==> src/hw/rtl/rrts_pkg.sv <==
`timescale 1ns / 1ps
// ----------------------------------------------------------------------------
// rrts_pkg
// Shared types and constants of the round-robin task scheduler.
// ----------------------------------------------------------------------------
package rrts_pkg;

  localparam int MAX_TASKS = 16;
  localparam int QIDX_W    = $clog2(MAX_TASKS);
  localparam int CNT_W     = $clog2(MAX_TASKS + 1);

  localparam int ID_W      = 4;
  localparam int MODE_W    = 3;
  localparam int SLICE_W   = 16;
  localparam int LOCK_W    = 8;
  localparam int COUNT_W   = 5;
  localparam int APB_AW    = 3;
  localparam int APB_DW    = 32;

  localparam logic [LOCK_W-1:0]  LOCK_TOP    = '1;
  localparam logic [SLICE_W-1:0] SLICE_RESET = SLICE_W'(10);

  // register word indexes
  localparam logic REG_TIME_SLICE = 1'b0;

  typedef enum logic [MODE_W-1:0] {
    MODE_TICK      = 3'd0,
    MODE_BLOCK     = 3'd1,
    MODE_UNBLOCK   = 3'd2,
    MODE_SCHED_LK  = 3'd3,
    MODE_SCHED_UNL = 3'd4,
    MODE_SW_LK     = 3'd5,
    MODE_SW_UNL    = 3'd6,
    MODE_YIELD     = 3'd7
  } mode_t;

  // broadcast to every cell of the ready queue
  typedef struct packed {
    logic            shift;
    logic [ID_W-1:0] wr_id;
  } cell_ctrl_t;

endpackage

==> src/hw/rtl/rrts_cell.sv <==
`timescale 1ns / 1ps
// ----------------------------------------------------------------------------
// rrts_cell
// One slot of the ready queue: holds an id, takes its neighbour's id on a
// shift and the broadcast id when selected for a write.
// ----------------------------------------------------------------------------
module rrts_cell
  import rrts_pkg::*;
(
  input  logic             clk,
  input  cell_ctrl_t       ctrl,
  input  logic             load,
  input  logic [ID_W-1:0]  right_id,
  output logic [ID_W-1:0]  id
);

  always_ff @(posedge clk) begin
    if (load) begin
      id <= ctrl.wr_id;
    end else if (ctrl.shift) begin
      id <= right_id;
    end
  end

endmodule

==> src/hw/rtl/rrts_regs.sv <==
`timescale 1ns / 1ps
// ----------------------------------------------------------------------------
// rrts_regs
// APB register file holding the time slice length.
// ----------------------------------------------------------------------------
module rrts_regs
  import rrts_pkg::*;
(
  input  logic               clk,
  input  logic               rst,
  input  logic               psel,
  input  logic               penable,
  input  logic               pwrite,
  input  logic [APB_AW-1:0]  paddr,
  input  logic [APB_DW-1:0]  pwdata,
  output logic [APB_DW-1:0]  prdata,
  output logic               pready,
  output logic [SLICE_W-1:0] time_slice
);

  logic wr_en;

  assign pready = 1'b1;
  assign wr_en  = psel && penable && pwrite && pready;

  always_ff @(posedge clk) begin
    if (rst) begin
      time_slice <= SLICE_RESET;
    end else if (wr_en && paddr[APB_AW-1] == REG_TIME_SLICE) begin
      time_slice <= pwdata[SLICE_W-1:0];
    end
  end

  always_comb begin
    unique case (paddr[APB_AW-1])
      REG_TIME_SLICE: prdata = APB_DW'(time_slice);
      default:        prdata = '0;
    endcase
  end

endmodule

==> src/hw/rtl/round_robin_task_scheduler.sv <==
`timescale 1ns / 1ps
// ----------------------------------------------------------------------------
// round_robin_task_scheduler
// Round-robin time-slice scheduler with a shifting ready queue.
// ----------------------------------------------------------------------------
// Each accepted item is one scheduler event (tick, block, unblock, scheduler
// or switch lock and unlock, yield) and produces exactly one result in the cycle
// after, held in an output register until taken. A new item is accepted in
// every cycle while the result register is empty or being emptied, so the
// block runs at one item per clock; the ready queue is a row of cells that
// all shift toward the head on a dequeue, with the tail write landing in the
// same cycle, which is what keeps the update to a single step. The time
// slice register sits at byte address 0 of the APB port and is loaded into
// the tick counter on every task switch. There is no clearing pass after
// reset.
// ----------------------------------------------------------------------------
module round_robin_task_scheduler
  import rrts_pkg::*;
(
  input  logic               clk,
  input  logic               rst,
  input  logic               psel,
  input  logic               penable,
  input  logic               pwrite,
  input  logic [APB_AW-1:0]  paddr,
  input  logic [APB_DW-1:0]  pwdata,
  output logic [APB_DW-1:0]  prdata,
  output logic               pready,
  input  logic               in_valid,
  output logic               in_ready,
  input  logic [MODE_W-1:0]  mode,
  input  logic [ID_W-1:0]    task_id,
  output logic               out_valid,
  input  logic               out_ready,
  output logic               switched,
  output logic [ID_W-1:0]    from_task,
  output logic [ID_W-1:0]    to_task,
  output logic               deferred,
  output logic [COUNT_W-1:0] ready_count,
  output logic               overflow
);

  logic [SLICE_W-1:0] time_slice;

  logic [CNT_W-1:0]   count;
  logic [ID_W-1:0]    cur_id;
  logic               cur_run;
  logic [SLICE_W-1:0] ticks;
  logic [LOCK_W-1:0]  sched_hold;
  logic [LOCK_W-1:0]  sw_lock;
  logic               pending;

  logic [CNT_W-1:0]   count_next;
  logic [ID_W-1:0]    cur_id_next;
  logic               cur_run_next;
  logic [SLICE_W-1:0] ticks_next;
  logic [LOCK_W-1:0]  sched_hold_next;
  logic [LOCK_W-1:0]  sw_lock_next;
  logic               pending_next;

  logic               sw_c;
  logic [ID_W-1:0]    from_c;
  logic               def_c;
  logic               ovf_c;
  logic               yield_req;
  logic               wr_en;
  logic [QIDX_W-1:0]  wr_pos;
  logic               accept;

  cell_ctrl_t         ctrl;
  logic [ID_W-1:0]    cell_id [MAX_TASKS];
  logic [MAX_TASKS-1:0] cell_load;

  rrts_regs u_regs (
    .clk        (clk),
    .rst        (rst),
    .psel       (psel),
    .penable    (penable),
    .pwrite     (pwrite),
    .paddr      (paddr),
    .pwdata     (pwdata),
    .prdata     (prdata),
    .pready     (pready),
    .time_slice (time_slice)
  );

  assign in_ready = !out_valid || out_ready;
  assign accept   = in_valid && in_ready;

  always_comb begin
    count_next      = count;
    cur_id_next     = cur_id;
    cur_run_next    = cur_run;
    ticks_next      = ticks;
    sched_hold_next = sched_hold;
    sw_lock_next    = sw_lock;
    pending_next    = pending;
    sw_c            = 1'b0;
    from_c          = '0;
    def_c           = 1'b0;
    ovf_c           = 1'b0;
    yield_req       = 1'b0;
    wr_en           = 1'b0;
    wr_pos          = count[QIDX_W-1:0];
    ctrl.shift      = 1'b0;
    ctrl.wr_id      = cur_id;

    unique case (mode_t'(mode))
      MODE_TICK: begin
        if (ticks != '0) begin
          ticks_next = ticks - SLICE_W'(1);
        end
        yield_req = (sched_hold == '0) && (ticks_next == '0);
      end
      MODE_BLOCK: begin
        cur_run_next = 1'b0;
        yield_req    = 1'b1;
      end
      MODE_UNBLOCK: begin
        if (count == CNT_W'(MAX_TASKS)) begin
          ovf_c = 1'b1;
        end else begin
          wr_en      = 1'b1;
          ctrl.wr_id = task_id;
          count_next = count + CNT_W'(1);
          if (task_id == cur_id) begin
            cur_run_next = 1'b0;
          end
        end
      end
      MODE_SCHED_LK: begin
        if (sched_hold != LOCK_TOP) begin
          sched_hold_next = sched_hold + LOCK_W'(1);
        end
      end
      MODE_SCHED_UNL: begin
        if (sched_hold != '0) begin
          sched_hold_next = sched_hold - LOCK_W'(1);
        end
      end
      MODE_SW_LK: begin
        if (sw_lock != LOCK_TOP) begin
          sw_lock_next = sw_lock + LOCK_W'(1);
        end
      end
      MODE_SW_UNL: begin
        if (sw_lock != '0) begin
          sw_lock_next = sw_lock - LOCK_W'(1);
          // last unlock replays a postponed switch
          if (sw_lock == LOCK_W'(1) && pending) begin
            pending_next = 1'b0;
            yield_req    = 1'b1;
          end
        end
      end
      MODE_YIELD: begin
        yield_req = 1'b1;
      end
    endcase

    if (yield_req) begin
      if (sw_lock_next != '0) begin
        pending_next = 1'b1;
        def_c        = 1'b1;
      end else if (count != '0) begin
        // head leaves, a running task goes to the slot freed at the tail
        ctrl.shift = 1'b1;
        if (cur_run_next) begin
          wr_en      = 1'b1;
          wr_pos     = QIDX_W'(count - CNT_W'(1));
          ctrl.wr_id = cur_id;
        end else begin
          count_next = count - CNT_W'(1);
        end
        sw_c         = 1'b1;
        from_c       = cur_id;
        cur_id_next  = cell_id[0];
        cur_run_next = 1'b1;
        ticks_next   = time_slice;
      end
    end

    if (!accept) begin
      ctrl.shift = 1'b0;
      wr_en      = 1'b0;
    end
  end

  for (genvar i = 0; i < MAX_TASKS; i++) begin : g_cell
    logic [ID_W-1:0] right_id;

    if (i == MAX_TASKS - 1) begin : g_last
      assign right_id = cell_id[i];
    end else begin : g_mid
      assign right_id = cell_id[i+1];
    end

    assign cell_load[i] = wr_en && (wr_pos == QIDX_W'(i));

    rrts_cell u_cell (
      .clk      (clk),
      .ctrl     (ctrl),
      .load     (cell_load[i]),
      .right_id (right_id),
      .id       (cell_id[i])
    );
  end

  always_ff @(posedge clk) begin
    if (rst) begin
      count      <= '0;
      cur_id     <= '0;
      cur_run    <= 1'b1;
      ticks      <= '0;
      sched_hold <= '0;
      sw_lock    <= '0;
      pending    <= 1'b0;
      out_valid  <= 1'b0;
    end else begin
      if (accept) begin
        count      <= count_next;
        cur_id     <= cur_id_next;
        cur_run    <= cur_run_next;
        ticks      <= ticks_next;
        sched_hold <= sched_hold_next;
        sw_lock    <= sw_lock_next;
        pending    <= pending_next;
        out_valid  <= 1'b1;
      end else if (out_ready) begin
        out_valid  <= 1'b0;
      end
    end
  end

  always_ff @(posedge clk) begin
    if (accept) begin
      switched    <= sw_c;
      from_task   <= from_c;
      to_task     <= cur_id_next;
      deferred    <= def_c;
      ready_count <= COUNT_W'(count_next);
      overflow    <= ovf_c;
    end
  end

  a_count_bound: assert property (@(posedge clk) disable iff (rst)
    count <= CNT_W'(MAX_TASKS))
    else $error("ready queue count beyond capacity");

  a_pending_locked: assert property (@(posedge clk) disable iff (rst)
    pending |-> sw_lock != '0)
    else $error("switch postponed with switches unlocked");

  a_switch_not_deferred: assert property (@(posedge clk) disable iff (rst)
    out_valid |-> !(switched && deferred))
    else $error("item both switched and deferred");

  a_overflow_full: assert property (@(posedge clk) disable iff (rst)
    out_valid && overflow |-> ready_count == COUNT_W'(MAX_TASKS))
    else $error("overflow reported with room in the queue");

  a_result_follows: assert property (@(posedge clk) disable iff (rst)
    accept |=> out_valid)
    else $error("accepted item produced no result");

endmodule

==> config.mk <==
export PLATFORM = sky130hd
export DESIGN_NAME = round_robin_task_scheduler
export DESIGN_NICKNAME = d
export VERILOG_FILES = /design/src/hw/rtl/rrts_pkg.sv /design/src/hw/rtl/rrts_cell.sv /design/src/hw/rtl/rrts_regs.sv /design/src/hw/rtl/round_robin_task_scheduler.sv
export SDC_FILE = /design/constraint.sdc
export NUM_CORES = 1
export LEC_CHECK = 0
export BUFFER_PORTS_ARGS = -buffer_cell sky130_fd_sc_hd__buf_2
export CAP_MARGIN = 20
export CELL_PAD_IN_SITES_DETAIL_PLACEMENT = 1
export CELL_PAD_IN_SITES_GLOBAL_PLACEMENT = 2
export CORE_ASPECT_RATIO = 2
export CORE_MARGIN = 5
export CORE_UTILIZATION = 35
export DETAILED_ROUTE_END_ITERATION = 10
export PLACE_DENSITY_LB_ADDON = 0.1
export SYNTH_ARGS = -nofsm -noshare
export SYNTH_HDL_FRONTEND = slang
export SYNTH_HIERARCHICAL = 1
export SYNTH_SLANG_ARGS = --single-unit
==> constraint.sdc <==
create_clock -name clk -period 5.1 [get_ports clk]
set_input_delay 1.02 -clock clk [delete_from_list [all_inputs] [get_ports clk]]
set_output_delay 1.02 -clock clk [all_outputs]
set_load 0.01 [all_outputs]
Word level (Yosys, flattened, before mapping)
Cells that the tools add are included.

storage, ports and cells
  bits in registers = 140
  bits of input ports = 49
  output and inout port bits = 51
  word-level logic and storage cells = 213

cells by class
  add/sub/neg operators = 7
  equality and inequality tests = 29
  muxes and demuxes = 89
  bitwise gates (word level) = 3
  reductions and logical operators = 54

operator list
  kind                                                                   number
  4-bit 2-to-1 mux                                                       40
  16-bit 2-to-1 mux                                                      7
  5-bit 2-to-1 mux                                                       9
  2-bit nonzero test                                                     17
  4-bit equality test, second input constant                             8
  8-bit 2-to-1 mux                                                       4
  8-bit one-hot mux with 2 select lines                                  2
  1-bit 2-to-1 mux                                                       25
  8-bit nonzero test                                                     3
  1-bit logical AND                                                      22
  8-bit by 1-bit adder with 8-bit output, second input constant          2
  4-bit by 3-bit equality test with 1-bit output, second input constant  4
  16-bit zero test                                                       1
  8-bit inequality test, second input constant                           2
  16-bit nonzero test                                                    1
  16-bit by 1-bit subtractor with 16-bit output, second input constant   1
  8-bit by 1-bit subtractor with 8-bit output, second input constant     2
  3-bit equality test, second input constant                             4
  4-bit by 2-bit equality test with 1-bit output, second input constant  2
  8-bit by 1-bit equality test with 1-bit output, second input constant  1
  8-bit zero test                                                        1
  3-bit by 2-bit equality test with 1-bit output, second input constant  2
  5-bit by 1-bit adder with 5-bit output, second input constant          1
  5-bit equality test, second input constant                             1
  other kinds (16)                                                       20

Longest topological paths before layout
Gate-level depths: netlist (run 1).

  depth after elaboration = 11
  mapped depth = 14
  mapped depth without buffers = 12

Hierarchy
Netlist (run 1), hierarchy kept.

by module, submodules not included
  module                      times used  cells each  area an instance (um^2)  seq. area each (um^2)
  round_robin_task_scheduler  1           549         4611.9                   1361.3
  rrts_cell                   16          9           171.4                    120.1
  rrts_regs                   1           106         977.2                    320.3

Least setup slack after synthesis (run 1)
Ideal clock, no wire load.

  kind = input port to flip-flop
  start point = in mode[2]
  end point = reg g_cell[3].u_cell.id[0], data pin
  library setup time = 0.260 ns
  data arrival time = 4.394 ns
  required time = 4.840 ns
  path slack = 0.446 ns
  stages on the path = 12
  buffers on the path = 3
  path through = buf_2 nand3b_1 clkbuf_1 a41oi_1 nor2_1 a22oi_1 or4_2 buf_12 nor4_4 mux2_2 nor4_1 mux2_2

on the way
  cells in the longest elaborated chain, start to end = 9
  elaborated cells on any way between the ends = 29
  those cells by class = eq/ne: 6; mux: 19; reduce/logical: 4

RTL lines
  element                                                                                                           line                                                                  RTL
  start: declaration                                                                                                round_robin_task_scheduler.sv:31                                      input logic [MODE_W-1:0] mode,
  3-bit by 2-bit equality test with 1-bit output or 3-bit by 1-bit equality test with 1-bit output (tied branches)  round_robin_task_scheduler.sv:108                                     unique case (mode_t'(mode))
  1-bit one-hot mux with 2 select lines or 1-bit 2-to-1 mux (tied branches)                                         round_robin_task_scheduler.sv:108
  4-bit 2-to-1 mux or 1-bit 2-to-1 mux (tied branches)                                                              round_robin_task_scheduler.sv:168                                     if (cur_run_next) begin
  4-bit 2-to-1 mux or 1-bit 2-to-1 mux (tied branches)                                                              round_robin_task_scheduler.sv:165                                     end else if (count != '0) begin
  4-bit 2-to-1 mux or 1-bit 2-to-1 mux (tied branches)                                                              round_robin_task_scheduler.sv:162                                     if (sw_lock_next != '0) begin
  4-bit 2-to-1 mux or 1-bit 2-to-1 mux (tied branches)                                                              round_robin_task_scheduler.sv:161                                     if (yield_req) begin
  4-bit by 2-bit equality test with 1-bit output or 1-bit 2-to-1 mux (tied branches)                                round_robin_task_scheduler.sv:198, round_robin_task_scheduler.sv:183
  1-bit logical AND (*)                                                                                             round_robin_task_scheduler.sv:198                                     assign cell_load[i] = wr_en && (wr_pos == QIDX_W'(i));
  named net cell_load[3]                                                                                            round_robin_task_scheduler.sv:72                                      logic [MAX_TASKS-1:0] cell_load;
  4-bit 2-to-1 mux (*)                                                                                              rrts_cell.sv:18                                                       if (load) begin
  end signal: assignment                                                                                            rrts_cell.sv:19                                                       id <= ctrl.wr_id;
  end signal: assignment                                                                                            rrts_cell.sv:21                                                       id <= right_id;
  end: declaration                                                                                                  rrts_cell.sv:14                                                       output logic [ID_W-1:0] id

Mark *: on every way through the listed nets, which the timed path passes. The rest lies on a longest branch.
A chain may end at the register's enable or synchronous reset.

Final worst setup path (run 1)
  start point = in mode[2]
  end point = reg g_cell[2].u_cell.id[0], data pin

on the way
  cells in the longest elaborated chain, start to end = 9
  elaborated cells on any way between the ends = 29
  those cells by class = eq/ne: 6; mux: 19; reduce/logical: 4

RTL lines
  element                                                                                                           line
  3-bit by 2-bit equality test with 1-bit output or 3-bit by 1-bit equality test with 1-bit output (tied branches)  round_robin_task_scheduler.sv:108
  1-bit one-hot mux with 2 select lines or 1-bit 2-to-1 mux (tied branches)                                         round_robin_task_scheduler.sv:108
  4-bit 2-to-1 mux or 1-bit 2-to-1 mux (tied branches)                                                              round_robin_task_scheduler.sv:168
  4-bit 2-to-1 mux or 1-bit 2-to-1 mux (tied branches)                                                              round_robin_task_scheduler.sv:165
  4-bit 2-to-1 mux or 1-bit 2-to-1 mux (tied branches)                                                              round_robin_task_scheduler.sv:162
  4-bit 2-to-1 mux or 1-bit 2-to-1 mux (tied branches)                                                              round_robin_task_scheduler.sv:161
  4-bit by 2-bit equality test with 1-bit output or 1-bit 2-to-1 mux (tied branches)                                round_robin_task_scheduler.sv:198, round_robin_task_scheduler.sv:183
  1-bit logical AND (*)                                                                                             round_robin_task_scheduler.sv:198
  named net cell_load[2]                                                                                            round_robin_task_scheduler.sv:72
  4-bit 2-to-1 mux (*)                                                                                              rrts_cell.sv:18
  end signal: assignment                                                                                            rrts_cell.sv:19
  end signal: assignment                                                                                            rrts_cell.sv:21
  end: declaration                                                                                                  rrts_cell.sv:14

Marks and branches as above.

==> results of run 1 <==
## power breakdown
group          switching [uW]  internal, uW
clock network             509           720
logic                     242           141
registers                31.4          1210
## through the flow
stage | power (uW) | std cells
floorplan | 1550 | 814
global placement | 1640 | 1137
detailed placement | 1650 | 1137
CTS | 2900 | 1169
global route | 2990 | 1169
finish | 2860 | 1169
## metal layers
metal  vias to the layer above  share of wire
met1                      3338           0.36
met5                         -              0
met3                        36          0.021
li1                       3097              -
met2                        88           0.60
met4                         0          0.018
## cell usage after synthesis (all sizes together), types with 20 or more instances
cell	number	area, um^2
edfxtp	80	2400
clkbuf	29	109
nand2b	33	206
a21oi	28	140
mux2	75	845
inv	20	75.1
nor3	20	128
nand2	31	116
nor4	31	236
nor2	51	191
o21ai	22	114
or2	21	131
dfxtp	60	1200
buf	36	288
mux2i	44	440
## final cells by class
class | instances | area share
multi-input combinational | 586 | 0.451
sequential | 140 | 0.379
timing repair buffer | 102 | 0.0636
clock buffer | 18 | 0.0451
tap | 287 | 0.0377
clock inverter | 14 | 0.0151
inverter | 22 | 0.00868
## worst max-delay path, cell delays in order
cell and delay, ns:
buf_2 0.24, nand3b_1 0.14, nor3_1 0.35, a31oi_1 0.15, a311o_1 0.34, or4_2 0.75
nor4_4 0.32, mux2_2 0.46, nor4_1 0.27, buf_4 0.21, mux2_2 0.35
## cells in the final DEF, fill, tap and decap left out, drive strengths merged, types with 8 or more instances in the layout
cell type and count:
buf 102, edfxtp 80, mux2 75, dfxtp 60, nor2 51, mux2i 44
nand2b 33, nand2 31, nor4 31, a21oi 28, inv 23, o21ai 22
or2 21, nor3 20, clkbuf 18, conb 17, a31oi 17, nand3 16
nor2b 15, xnor2 14, nand4 14, or3 13, ha 12, clkinv 10
o211ai 8
## sequential cells by signal, summed over array words and instances, names as in the netlist
name / flops
count: 5
out_valid: 1
sched_hold: 8
overflow: 1
u_regs/time_slice: 16
switched: 1
cur_id: 4
g_cell.u_cell/id: 64
from_task: 4
pending: 1
ready_count: 5
to_task: 4
sw_lock: 8
ticks: 16
cur_run: 1
deferred: 1
## cells by family (layout without fill, tap and decap cells)
logic type / Yosys count / in the layout / share of synthesized area
buffers and inverters: 88 / 156 / 0.0587
AND/OR/NAND/NOR: 284 / 284 / 0.201
other: 2 / 17 / 0.000901
flip-flops: 140 / 140 / 0.432
AO/OA/AOI/OAI: 136 / 136 / 0.115
XOR/XNOR: 17 / 17 / 0.0179
multiplexers: 119 / 119 / 0.154
adder cells (fa/ha/maj): 13 / 13 / 0.0204
## worst paths after layout
path / start / to / slack [ns] / depth (start not counted)
max: mode[2] / g_cell[2].u_cell/id[0] / 0.67 / 11
min: u_regs/time_slice[5] / u_regs/time_slice[5] / 0.49 / 2
max reg2reg: sw_lock[4] / g_cell[2].u_cell/id[0] / 0.69 / 10
min reg2reg: u_regs/time_slice[5] / u_regs/time_slice[5] / 0.49 / 2
==> reports/qor.csv, run 1 <==
stage;metric;value;unit
outcome;status;completed;
logic_synthesis;yosysWarnings;6;
setup_path;cp.required;5.28;ns
global_routing;met3_usage;0.0312;
finish;design_area;9520;um^2
floorplan;dieArea;27200;um^2
route;via_count;6559;
timing;setup_tns;0;ns
clock_network;ctsResizeCount;0;
route;drc;0;
timing;grt_setup_unrepaired;false;
global_routing;grt_max_degree;51;
timing;hold_viol;0;
pwr;leakagePower;0.00353;uW
finish;drive_above_1_share;0.279;
logic_synthesis;avgSynthCellArea;10.4;um^2
logic_synthesis;yosysUniqueCellTypes;86;
clock_network;clockBufferDepth;2;
logic_synthesis;synth_flop_cell;edfxtp_1;
timing;holdWs;0.492;ns
timing;skew;0.0102;ns
clock_network;cts_setup_buffers;0;
finish;seq_area;3600;um^2
setup_path;startpoint_type;input port;
clock_network;cts_buffers;17;
place;dp_slack;0.227;ns
clock_network;clkSinkCount;140;
setup_path;crit_arrival;4.61;ns
global_routing;use_met2;0.387;
timing;final.setup.worst_slack;0.668;ns
route;first_iter_violations;256;
logic_synthesis;synth_edf_count;80;
logic_synthesis;yosys_register_bits;140;
timing;layout_min_cycle_time;4.43;ns
route;viasPerCell;5.61;
timing;tightest_slew;1.07;ns
setup_path;endpoint_kind;flop;
finish;antenna_cells;0;
floorplan;start_util;0.351;
finish;post-route-util;0.401;
pwr;ir_worst_vdd;0.231;mV
clock_network;clk_pin_slew;0.06;ns
route;dr.pass1.iters;6;
clock_network;htreeDepth;4;
timing;max_clock_freq;226;MHz
route;ant_nets;0;
logic_synthesis;synthCells;799;
finish;final_nets;931;
finish;multi_input_area;4300;um^2
place;dp_hpwl;19200;um
logic_synthesis;async_flop_share;0;
place;globalplace.congestion;0.845;
pwr;powerDensity;300;nW/um^2
timing;slew_headroom;0.284;
clock_network;cts_hold_buffers;0;
floorplan;core_region_area;23700;um^2
global_routing;antenna_found_initial;0;
floorplan;die_w;119;um
logic_synthesis;netlist_area;8330;um^2
timing;setup_violations;0;
logic_synthesis;ys_seq_area_frac;0.432;
setup_path;path_max_fanout;10;
clock_network;clock_latency;0.44;ns
global_routing;first_global_vias;7149;
floorplan;io_pins;100;
global_routing;use_met1;0.185;
route;drt_wl_total;25400;um
global_routing;grt_overflow;0;
finish;area_growth;14.3;%
hold_path;worst_hold_path_type;reg2reg;
place;dpl_cell_area;8950;um^2
global_routing;grt_pass1_wl;40100;um
timing;period_share;0.869;
place;numPortBuffers;64;
finish;fillCellCount;2637;
floorplan;die_h;228;um
timing;final_max_slew_viol_count;0;
clock_network;root_buffer;clkbuf_16;
route;routedWlPerCell;21.7;um
global_routing;grt_busiest_layer;met2;
clock_network;cts_tree;built;
flow_run;maxCapViolCount;0;
global_routing;grtUsageTotal;0.189;
floorplan;row_count;80;
setup_path;crit_type;in2reg;
No activity file was read; power rests on OpenSTA's default activity.
==> inputs of run 2 (changes only) <==
--- a/config.mk
+++ b/config.mk
@@ -14,6 +14,7 @@
 export CORE_UTILIZATION = 35
 export DETAILED_ROUTE_END_ITERATION = 10
 export PLACE_DENSITY_LB_ADDON = 0.1
+export REMOVE_ABC_BUFFERS = 1
 export SYNTH_ARGS = -nofsm -noshare
 export SYNTH_HDL_FRONTEND = slang
 export SYNTH_HIERARCHICAL = 1
==> run 2 against run 1 <==
Register-to-register slack worse by 0.35 ns. Critical path depth grew 1. Sequential share of layout area is essentially flat. Via count is 2.1% lower. Global-route usage decreased by 0.74 points. Sequential cell count unchanged. Largest cell class unchanged.
==> reports/qor.csv, run 2 (synthesized netlist as in run 1, its figures left out) <==
stage;metric;value;unit;change
outcome;status;completed;;
route;viasPerCell;5.52;;-1.7%
route;via_count;6423;;-2.1%
timing;tightest_slew;1.03;ns;-0.0485 ns
global_routing;first_global_vias;6877;;-3.8%
clock_network;ctsResizeCount;0;;unchanged
clock_network;clkSinkCount;140;;unchanged
finish;final_cells;1164;;-0.43%
setup_path;crit_arrival;4.95;ns;+0.34 ns
timing;grt_setup_unrepaired;false;;
finish;layout_common_cells;edfxtp_1, mux2_2, buf_2;;
route;dr.pass1.iters;4;;-2
timing;setup_tns;0;ns;unchanged
setup_path;critPathTopFamily;simple AND/OR/NAND/NOR gates;;
floorplan;core_region_area;23700;um^2;unchanged
pwr;ir_worst_vdd;0.343;mV;+48%
route;drc;0;;unchanged
route;drt_wl_total;24200;um;-4.6%
setup_path;worst-path-buf-inv;2;;unchanged
finish;drive_above_1_share;0.276;;-0.00297
setup_path;cp.required;5.29;ns;about the same
finish;fillCellCount;2641;;+0.15%
setup_path;max_stage_delay;0.89;ns;+0.14 ns
clock_network;clock_latency;0.44;ns;about the same
clock_network;root_buffer;clkbuf_16;;
timing;hold_viol;0;;unchanged
hold_path;worst_hold_path_type;reg2reg;;
setup_path;endpoint_kind;flop;;
timing;final_max_slew_viol_count;0;;unchanged
floorplan;die_w;119;um;unchanged
finish;area_growth;14.4;%;
finish;final_common_cell;edfxtp_1;;
global_routing;grt_overflow;0;;unchanged
setup_path;path_max_fanout;11;;+1
timing;skew;0.00755;ns;-0.00265 ns
setup_path;path_cells;inv_1, ha_1, or3b_1, o21ai_1, mux2i_1, a22oi_1, or4_2, nor4_4, mux2_2, nor4_1, buf_4, mux2_2;;
clock_network;cts_hold_buffers;0;;unchanged
floorplan;start_util;0.351;;unchanged
route;ant_nets;0;;unchanged
finish;largest-register;g_cell.u_cell/id;;
clock_network;cts_tree;built;;
global_routing;grt_max_degree;57;;+12%
clock_network;cts_setup_buffers;0;;unchanged
finish;final_nets;926;;-0.54%
global_routing;grtUsageTotal;0.181;;-0.00744
setup_path;cp_common_cell;mux2_2;;
route;routedWlPerCell;20.8;um;-4.2%
place;globalplace.congestion;0.851;;+0.66%
pwr;powerDensity;302;nW/um^2;+0.48%
finish;antenna_cells;0;;unchanged
flow_run;maxCapViolCount;0;;unchanged
place;dp_hpwl;18200;um;-4.9%
setup_path;startpoint_type;flop;;
route;first_iter_violations;250;;-2.3%
timing;period_share;0.934;;+0.0648
floorplan;dieArea;27200;um^2;unchanged
floorplan;row_count;80;;unchanged
pwr;leakagePower;0.00351;uW;-0.37%
setup_path;crit_type;reg2reg;;
finish;largest_reg_flops;64;;unchanged
timing;layout_min_cycle_time;4.76;ns;+0.331 ns
clock_network;clockBufferDepth;2;;unchanged
timing;slew_headroom;0.316;;+0.0323
timing;setup_violations;0;;unchanged
finish;top_regs;g_cell.u_cell/id x64, ticks x16, u_regs/time_slice x16;;
place;numPortBuffers;64;;unchanged
timing;max_clock_freq;210;MHz;-6.9%
place;dpl.cell_count;1131;;-0.53%
clock_network;htreeDepth;4;;unchanged
global_routing;antenna_found_initial;0;;unchanged
clock_network;cts_buffers;17;;unchanged
floorplan;die_h;228;um;unchanged
clock_network;clk_pin_slew;0.06;ns;about the same
global_routing;grt_pass1_wl;38200;um;-4.9%
setup_path;cp_slowest_cell;or4_2;;
floorplan;io_pins;100;;unchanged
-- run 2: cell count changes in the layout (fill, tap and decap cells not counted) --
cell | previous run | this run
clkinv_2 | 4 | 1
buf_16 | 0 | 1
clkinv_4 | 3 | 4
clkinvlp_4 | 1 | 2
buf_4 | 38 | 31
clkinv_1 | 3 | 2
inv_6 | 3 | 5
buf_12 | 0 | 1
-- run 2: layout make-up --
cell class	instances	area, um^2	share of cell area
flip-flops and latches	140	3600	0.378
repair buffers	97	601	0.0630
multi-input cells	586	4300	0.451
well taps	287	359	0.0377
clock buffers	18	429	0.0450
inverters	22	82.6	0.00867
clock inverters	14	159	0.0167
-- run 2: through the flow --
| stage | hold slack (ns) | instance area (um^2) | total power (uW) | utilization | setup slack (ns) |
|---|---|---|---|---|---|
| after detailed placement | 0.474 | 8910 | 1650 | 0.376 | 0.00297 |
| after global placement | 0.456 | 8910 | 1640 | 0.376 | 0.0176 |
| final | 0.496 | 9530 | 2870 | 0.402 | 0.338 |
| after global routing | 0.505 | 9530 | 3000 | 0.402 | 0.250 |
| after CTS | 0.488 | 9500 | 2920 | 0.401 | 0.354 |
| after floorplan | 0.442 | 7980 | 1510 | - | 0.496 |
-- run 2: worst paths after layout --
kind	from	end	slack, ns	depth (start not counted)
max	sw_lock[0]	g_cell[2].u_cell/id[0]	0.34	12
min	u_regs/time_slice[5]	u_regs/time_slice[5]	0.50	2
min reg2reg	u_regs/time_slice[5]	u_regs/time_slice[5]	0.50	2
max reg2reg	sw_lock[0]	g_cell[2].u_cell/id[0]	0.34	12
-- run 2: worst register-to-register path, stage by stage (launching register included) --
cell and delay (ns):
dfxtp_1 0.54, inv_1 0.08, ha_1 0.31, or3b_1 0.28, o21ai_1 0.14, mux2i_1 0.16
a22oi_1 0.15, or4_2 0.89, nor4_4 0.33, mux2_2 0.45, nor4_1 0.59, buf_4 0.26
mux2_2 0.33
-- run 2: power breakdown --
group / leakage [uW] / switching (uW) / internal, uW
clock: 0.000282 / 525 / 728
sequential: 0.00122 / 33.8 / 1210
combinational: 0.00201 / 235 / 139
-- run 2: metal layers --
metal / up-vias / track usage / part of all wire
met5: - / 0 / 0
met2: 92 / 0.370 / 0.60
met4: 0 / 0.0678 / 0.023
met3: 32 / 0.0382 / 0.026
met1: 3214 / 0.169 / 0.35
li1: 3085 / - / -
==> inputs of run 3 (changes only) <==
--- a/config.mk
+++ b/config.mk
@@ -17,5 +17,4 @@
 export REMOVE_ABC_BUFFERS = 1
 export SYNTH_ARGS = -nofsm -noshare
 export SYNTH_HDL_FRONTEND = slang
-export SYNTH_HIERARCHICAL = 1
 export SYNTH_SLANG_ARGS = --single-unit
==> run 3 against run 2 <==
Synthesized area is 3.6% lower. Worst setup slack improved by 0.31 ns. Sequential power hardly changed. Worst hold slack got worse by 0.017 ns. Die area is 3.4% lower. Largest cell class unchanged. Largest power group unchanged.
==> reports/qor.csv, run 3 <==
stage;metric;value;unit;change
finish;area_growth;13.1;%;
setup_path;path_max_fanout;10;;-1
timing;slew_headroom;0.366;;+0.0497
finish;fillCellCount;2624;;-0.64%
route;dr.pass1.iters;4;;unchanged
logic_synthesis;avgSynthCellArea;9.67;um^2;-7.2%
finish;seq_area;3600;um^2;unchanged
clock_network;cts_setup_buffers;0;;unchanged
setup_path;reg2reg_slack;0.89;ns;+0.55 ns
pwr;powerDensity;302;nW/um^2;about the same
logic_synthesis;yosysUniqueCellTypes;83;;-3.5%
logic_synthesis;synth_common_cells;nand2_1, edfxtp_1, dfxtp_1, a21oi_1, mux2_2;;
timing;max_clock_freq;224;MHz;+6.9%
floorplan;start_util;0.355;;+0.00345
finish;largest_reg_flops;64;;unchanged
route;first_iter_violations;235;;-6.0%
setup_path;critPathTopFamily;simple AND/OR/NAND/NOR gates;;
route;via_count;6413;;-0.16%
clock_network;clock_latency;0.43;ns;about the same
clock_network;clk_pin_slew;0.06;ns;about the same
logic_synthesis;yosys.cell_count.top_type;nand2_1;;
route;drc;0;;unchanged
route;routedWlPerCell;20.1;um;-3.4%
timing;setup_tns;0;ns;unchanged
setup_path;crit_type;in2reg;;
finish;layout_common_cells;nand2_1, edfxtp_1, buf_2;;
logic_synthesis;synth_edf_count;80;;unchanged
floorplan;die_h;224;um;-1.7%
route;viasPerCell;5.49;;-0.50%
setup_path;endpoint_kind;flop;;
setup_path;startpoint_type;input port;;
pwr;leakagePower;0.00342;uW;-2.7%
global_routing;use_met2;0.382;;+0.0112
clock_network;clkSinkCount;140;;unchanged
setup_path;crit_arrival;4.63;ns;-0.32 ns
route;ant_nets;0;;unchanged
floorplan;dieArea;26300;um^2;-3.4%
timing;tightest_slew;0.941;ns;-0.0844 ns
floorplan;io_pins;100;;unchanged
setup_path;max_stage_delay;0.58;ns;-0.31 ns
clock_network;root_buffer;clkbuf_16;;
hold_path;hold_end;u_regs.time_slice[7];;
setup_path;path_cells;buf_2, nor2b_1, o21ai_0, nor3b_1, a21oi_1, or4_1, nor2_4, nand3_4, inv_2, a31oi_1, or3_1, mux2_4;;
finish;antenna_cells;0;;unchanged
logic_synthesis;yosys-top-cells-area;edfxtp_1, dfxtp_1, mux2_2;;
global_routing;grt_overflow;0;;unchanged
floorplan;row_count;78;;-2.5%
finish;multi_input_area;4000;um^2;-6.8%
setup_path;cp_slowest_cell;or4_1;;
timing;period_share;0.874;;-0.0602
pwr;ir_worst_vdd;0.225;mV;-34%
logic_synthesis;synth_flop_cell;edfxtp_1;;
global_routing;met3_usage;0.0272;;-0.0110
timing;hold_viol;0;;unchanged
clock_network;htreeDepth;4;;unchanged
timing;grt_setup_unrepaired;false;;
timing;holdWs;0.479;ns;-0.0172 ns
place;dp_hpwl;17700;um;-3.1%
timing;setup_violations;0;;unchanged
finish;final_common_cell;nand2_1;;
route;drt_wl_total;23500;um;-3.1%
setup_path;startpoint;mode[0];;
clock_network;cts_tree;built;;
setup_path;cp.required;5.28;ns;about the same
clock_network;cts_buffers;17;;unchanged
setup_path;worst-path-buf-inv;2;;unchanged
global_routing;antenna_found_initial;0;;unchanged
place;numPortBuffers;64;;unchanged
logic_synthesis;yosys_register_bits;140;;unchanged
outcome;status;completed;;
finish;largest-register;g_cell.u_cell.id;;
logic_synthesis;ys_seq_area_frac;0.449;;+0.0162
hold_path;hold_start;u_regs.time_slice[7];;
timing;layout_min_cycle_time;4.46;ns;-0.307 ns
flow_run;maxCapViolCount;0;;unchanged
floorplan;core_region_area;22600;um^2;-4.6%
logic_synthesis;synth_top_cell_area_share;0.299;;+0.0108
logic_synthesis;async_flop_share;0;;unchanged
place;globalplace.congestion;0.813;;-4.5%
logic_synthesis;netlist_area;8030;um^2;-3.6%
logic_synthesis;yosysWarnings;0;;-6
global_routing;first_global_vias;7050;;+2.5%
clock_network;clockBufferDepth;2;;unchanged
setup_path;reg2reg_from;sw_lock[0];;
global_routing;grt_busiest_layer;met2;;
clock_network;ctsResizeCount;0;;unchanged
finish;top_regs;g_cell.u_cell.id x64, ticks x16, u_regs.time_slice x16;;
logic_synthesis;yosys.area.top_type;edfxtp_1;;
timing;skew;0.00900;ns;+0.00146 ns
setup_path;ff2ff_path_depth;12;;unchanged
global_routing;grt_max_degree;46;;-19%
global_routing;grtUsageTotal;0.185;;+0.00372
floorplan;die_w;117;um;-1.7%
hold_path;worst_hold_path_type;reg2reg;;
logic_synthesis;synthCells;830;;+3.9%
hold_path;whs_path_depth;2;;unchanged
finish;final_nets;937;;+1.2%
clock_network;cts_hold_buffers;0;;unchanged
timing;final_max_slew_viol_count;0;;unchanged
global_routing;use_met1;0.173;;+0.00352
finish;drive_above_1_share;0.209;;-0.0665
global_routing;grt_pass1_wl;37300;um;-2.4%
setup_path;rr_endpoint;g_cell[13].u_cell.id[0];;
## run 3: cell types whose count changed after synthesis, moves of 6 or more
cell      before  now
nand2_1       31  111
mux2i_1       44   11
nand2b_1      33    3
a21oi_1       28   56
nor4_1        27   11
or2_2         17    1
mux2_2        71   56
o21ai_0       15   30
nand3_1       16   30
inv_1         19   30
clkbuf_1      29   37
and2b_2        7    0
nor2b_1       14   21
o211ai_1       8    2
## run 3: how the worst max path moves through the flow
stage / end / slack (ns) / cells past startpoint
after floorplan: g_cell[13].u_cell.id[3] / 0.78 / 11
after global placement: g_cell[0].u_cell.id[3] / 0.32 / 11
after detailed placement: g_cell[13].u_cell.id[1] / 0.27 / 12
after CTS: g_cell[13].u_cell.id[1] / 0.67 / 12
after global routing: ticks[10] / 0.37 / 12
final: g_cell[13].u_cell.id[0] / 0.64 / 12
## run 3: stage by stage
stage / area [um^2] / instances / util / setup WS, ns / total power (uW)
6_report: 9080 / 1168 / 0.401 / 0.645 / 2740
5_1_grt: 9080 / 1168 / 0.401 / 0.372 / 2860
4_1_cts: 9080 / 1168 / 0.401 / 0.670 / 2780
3_5_place_dp: 8520 / 1136 / 0.376 / 0.268 / 1560
3_3_place_gp: 8520 / 1136 / 0.376 / 0.319 / 1550
2_1_floorplan: 7720 / 776 / - / 0.779 / 1440
## run 3: where the power goes
| group | switching (uW) | leakage (uW) | internal, uW |
|---|---|---|---|
| clock | 490 | 0.000265 | 718 |
| sequential | 26.1 | 0.00123 | 1210 |
| combinational | 193 | 0.00193 | 106 |
## run 3: final cells by class
class,instances,share of cell area
Multi-Input combinational cell,604,0.441
Sequential cell,140,0.397
Clock buffer,21,0.0485
Timing Repair Buffer,80,0.0485
Tap cell,280,0.0386
Clock inverter,11,0.0135
Inverter,32,0.0132
## run 3: logic make-up after synthesis
kind of cell | share of synthesized area
other | 0.000935
xor gates and xnor gates | 0.0218
adders and majority gates | 0.0212
and+or+nand+nor | 0.205
DFF | 0.449
AOI/OAI and AO/OA | 0.141
muxes | 0.101
buffers and inverters | 0.0600
## run 3: layer usage
metal,vias to the layer above,routed length (um)
met3,35,483
met5,-,0
li1,3100,-
met4,0,520
met1,3191,8130
met2,87,14400
## run 3: worst register-to-register path, cell delays in order, from the launching register on
cell,delay (ns)
dfxtp_1,0.53
ha_1,0.37
nand3_1,0.16
o21bai_1,0.15
nor3b_1,0.35
a21oi_1,0.12
or4_1,0.58
nor2_4,0.35
nand3_4,0.18
inv_2,0.11
a31oi_1,0.19
or3_1,0.52
mux2_4,0.35
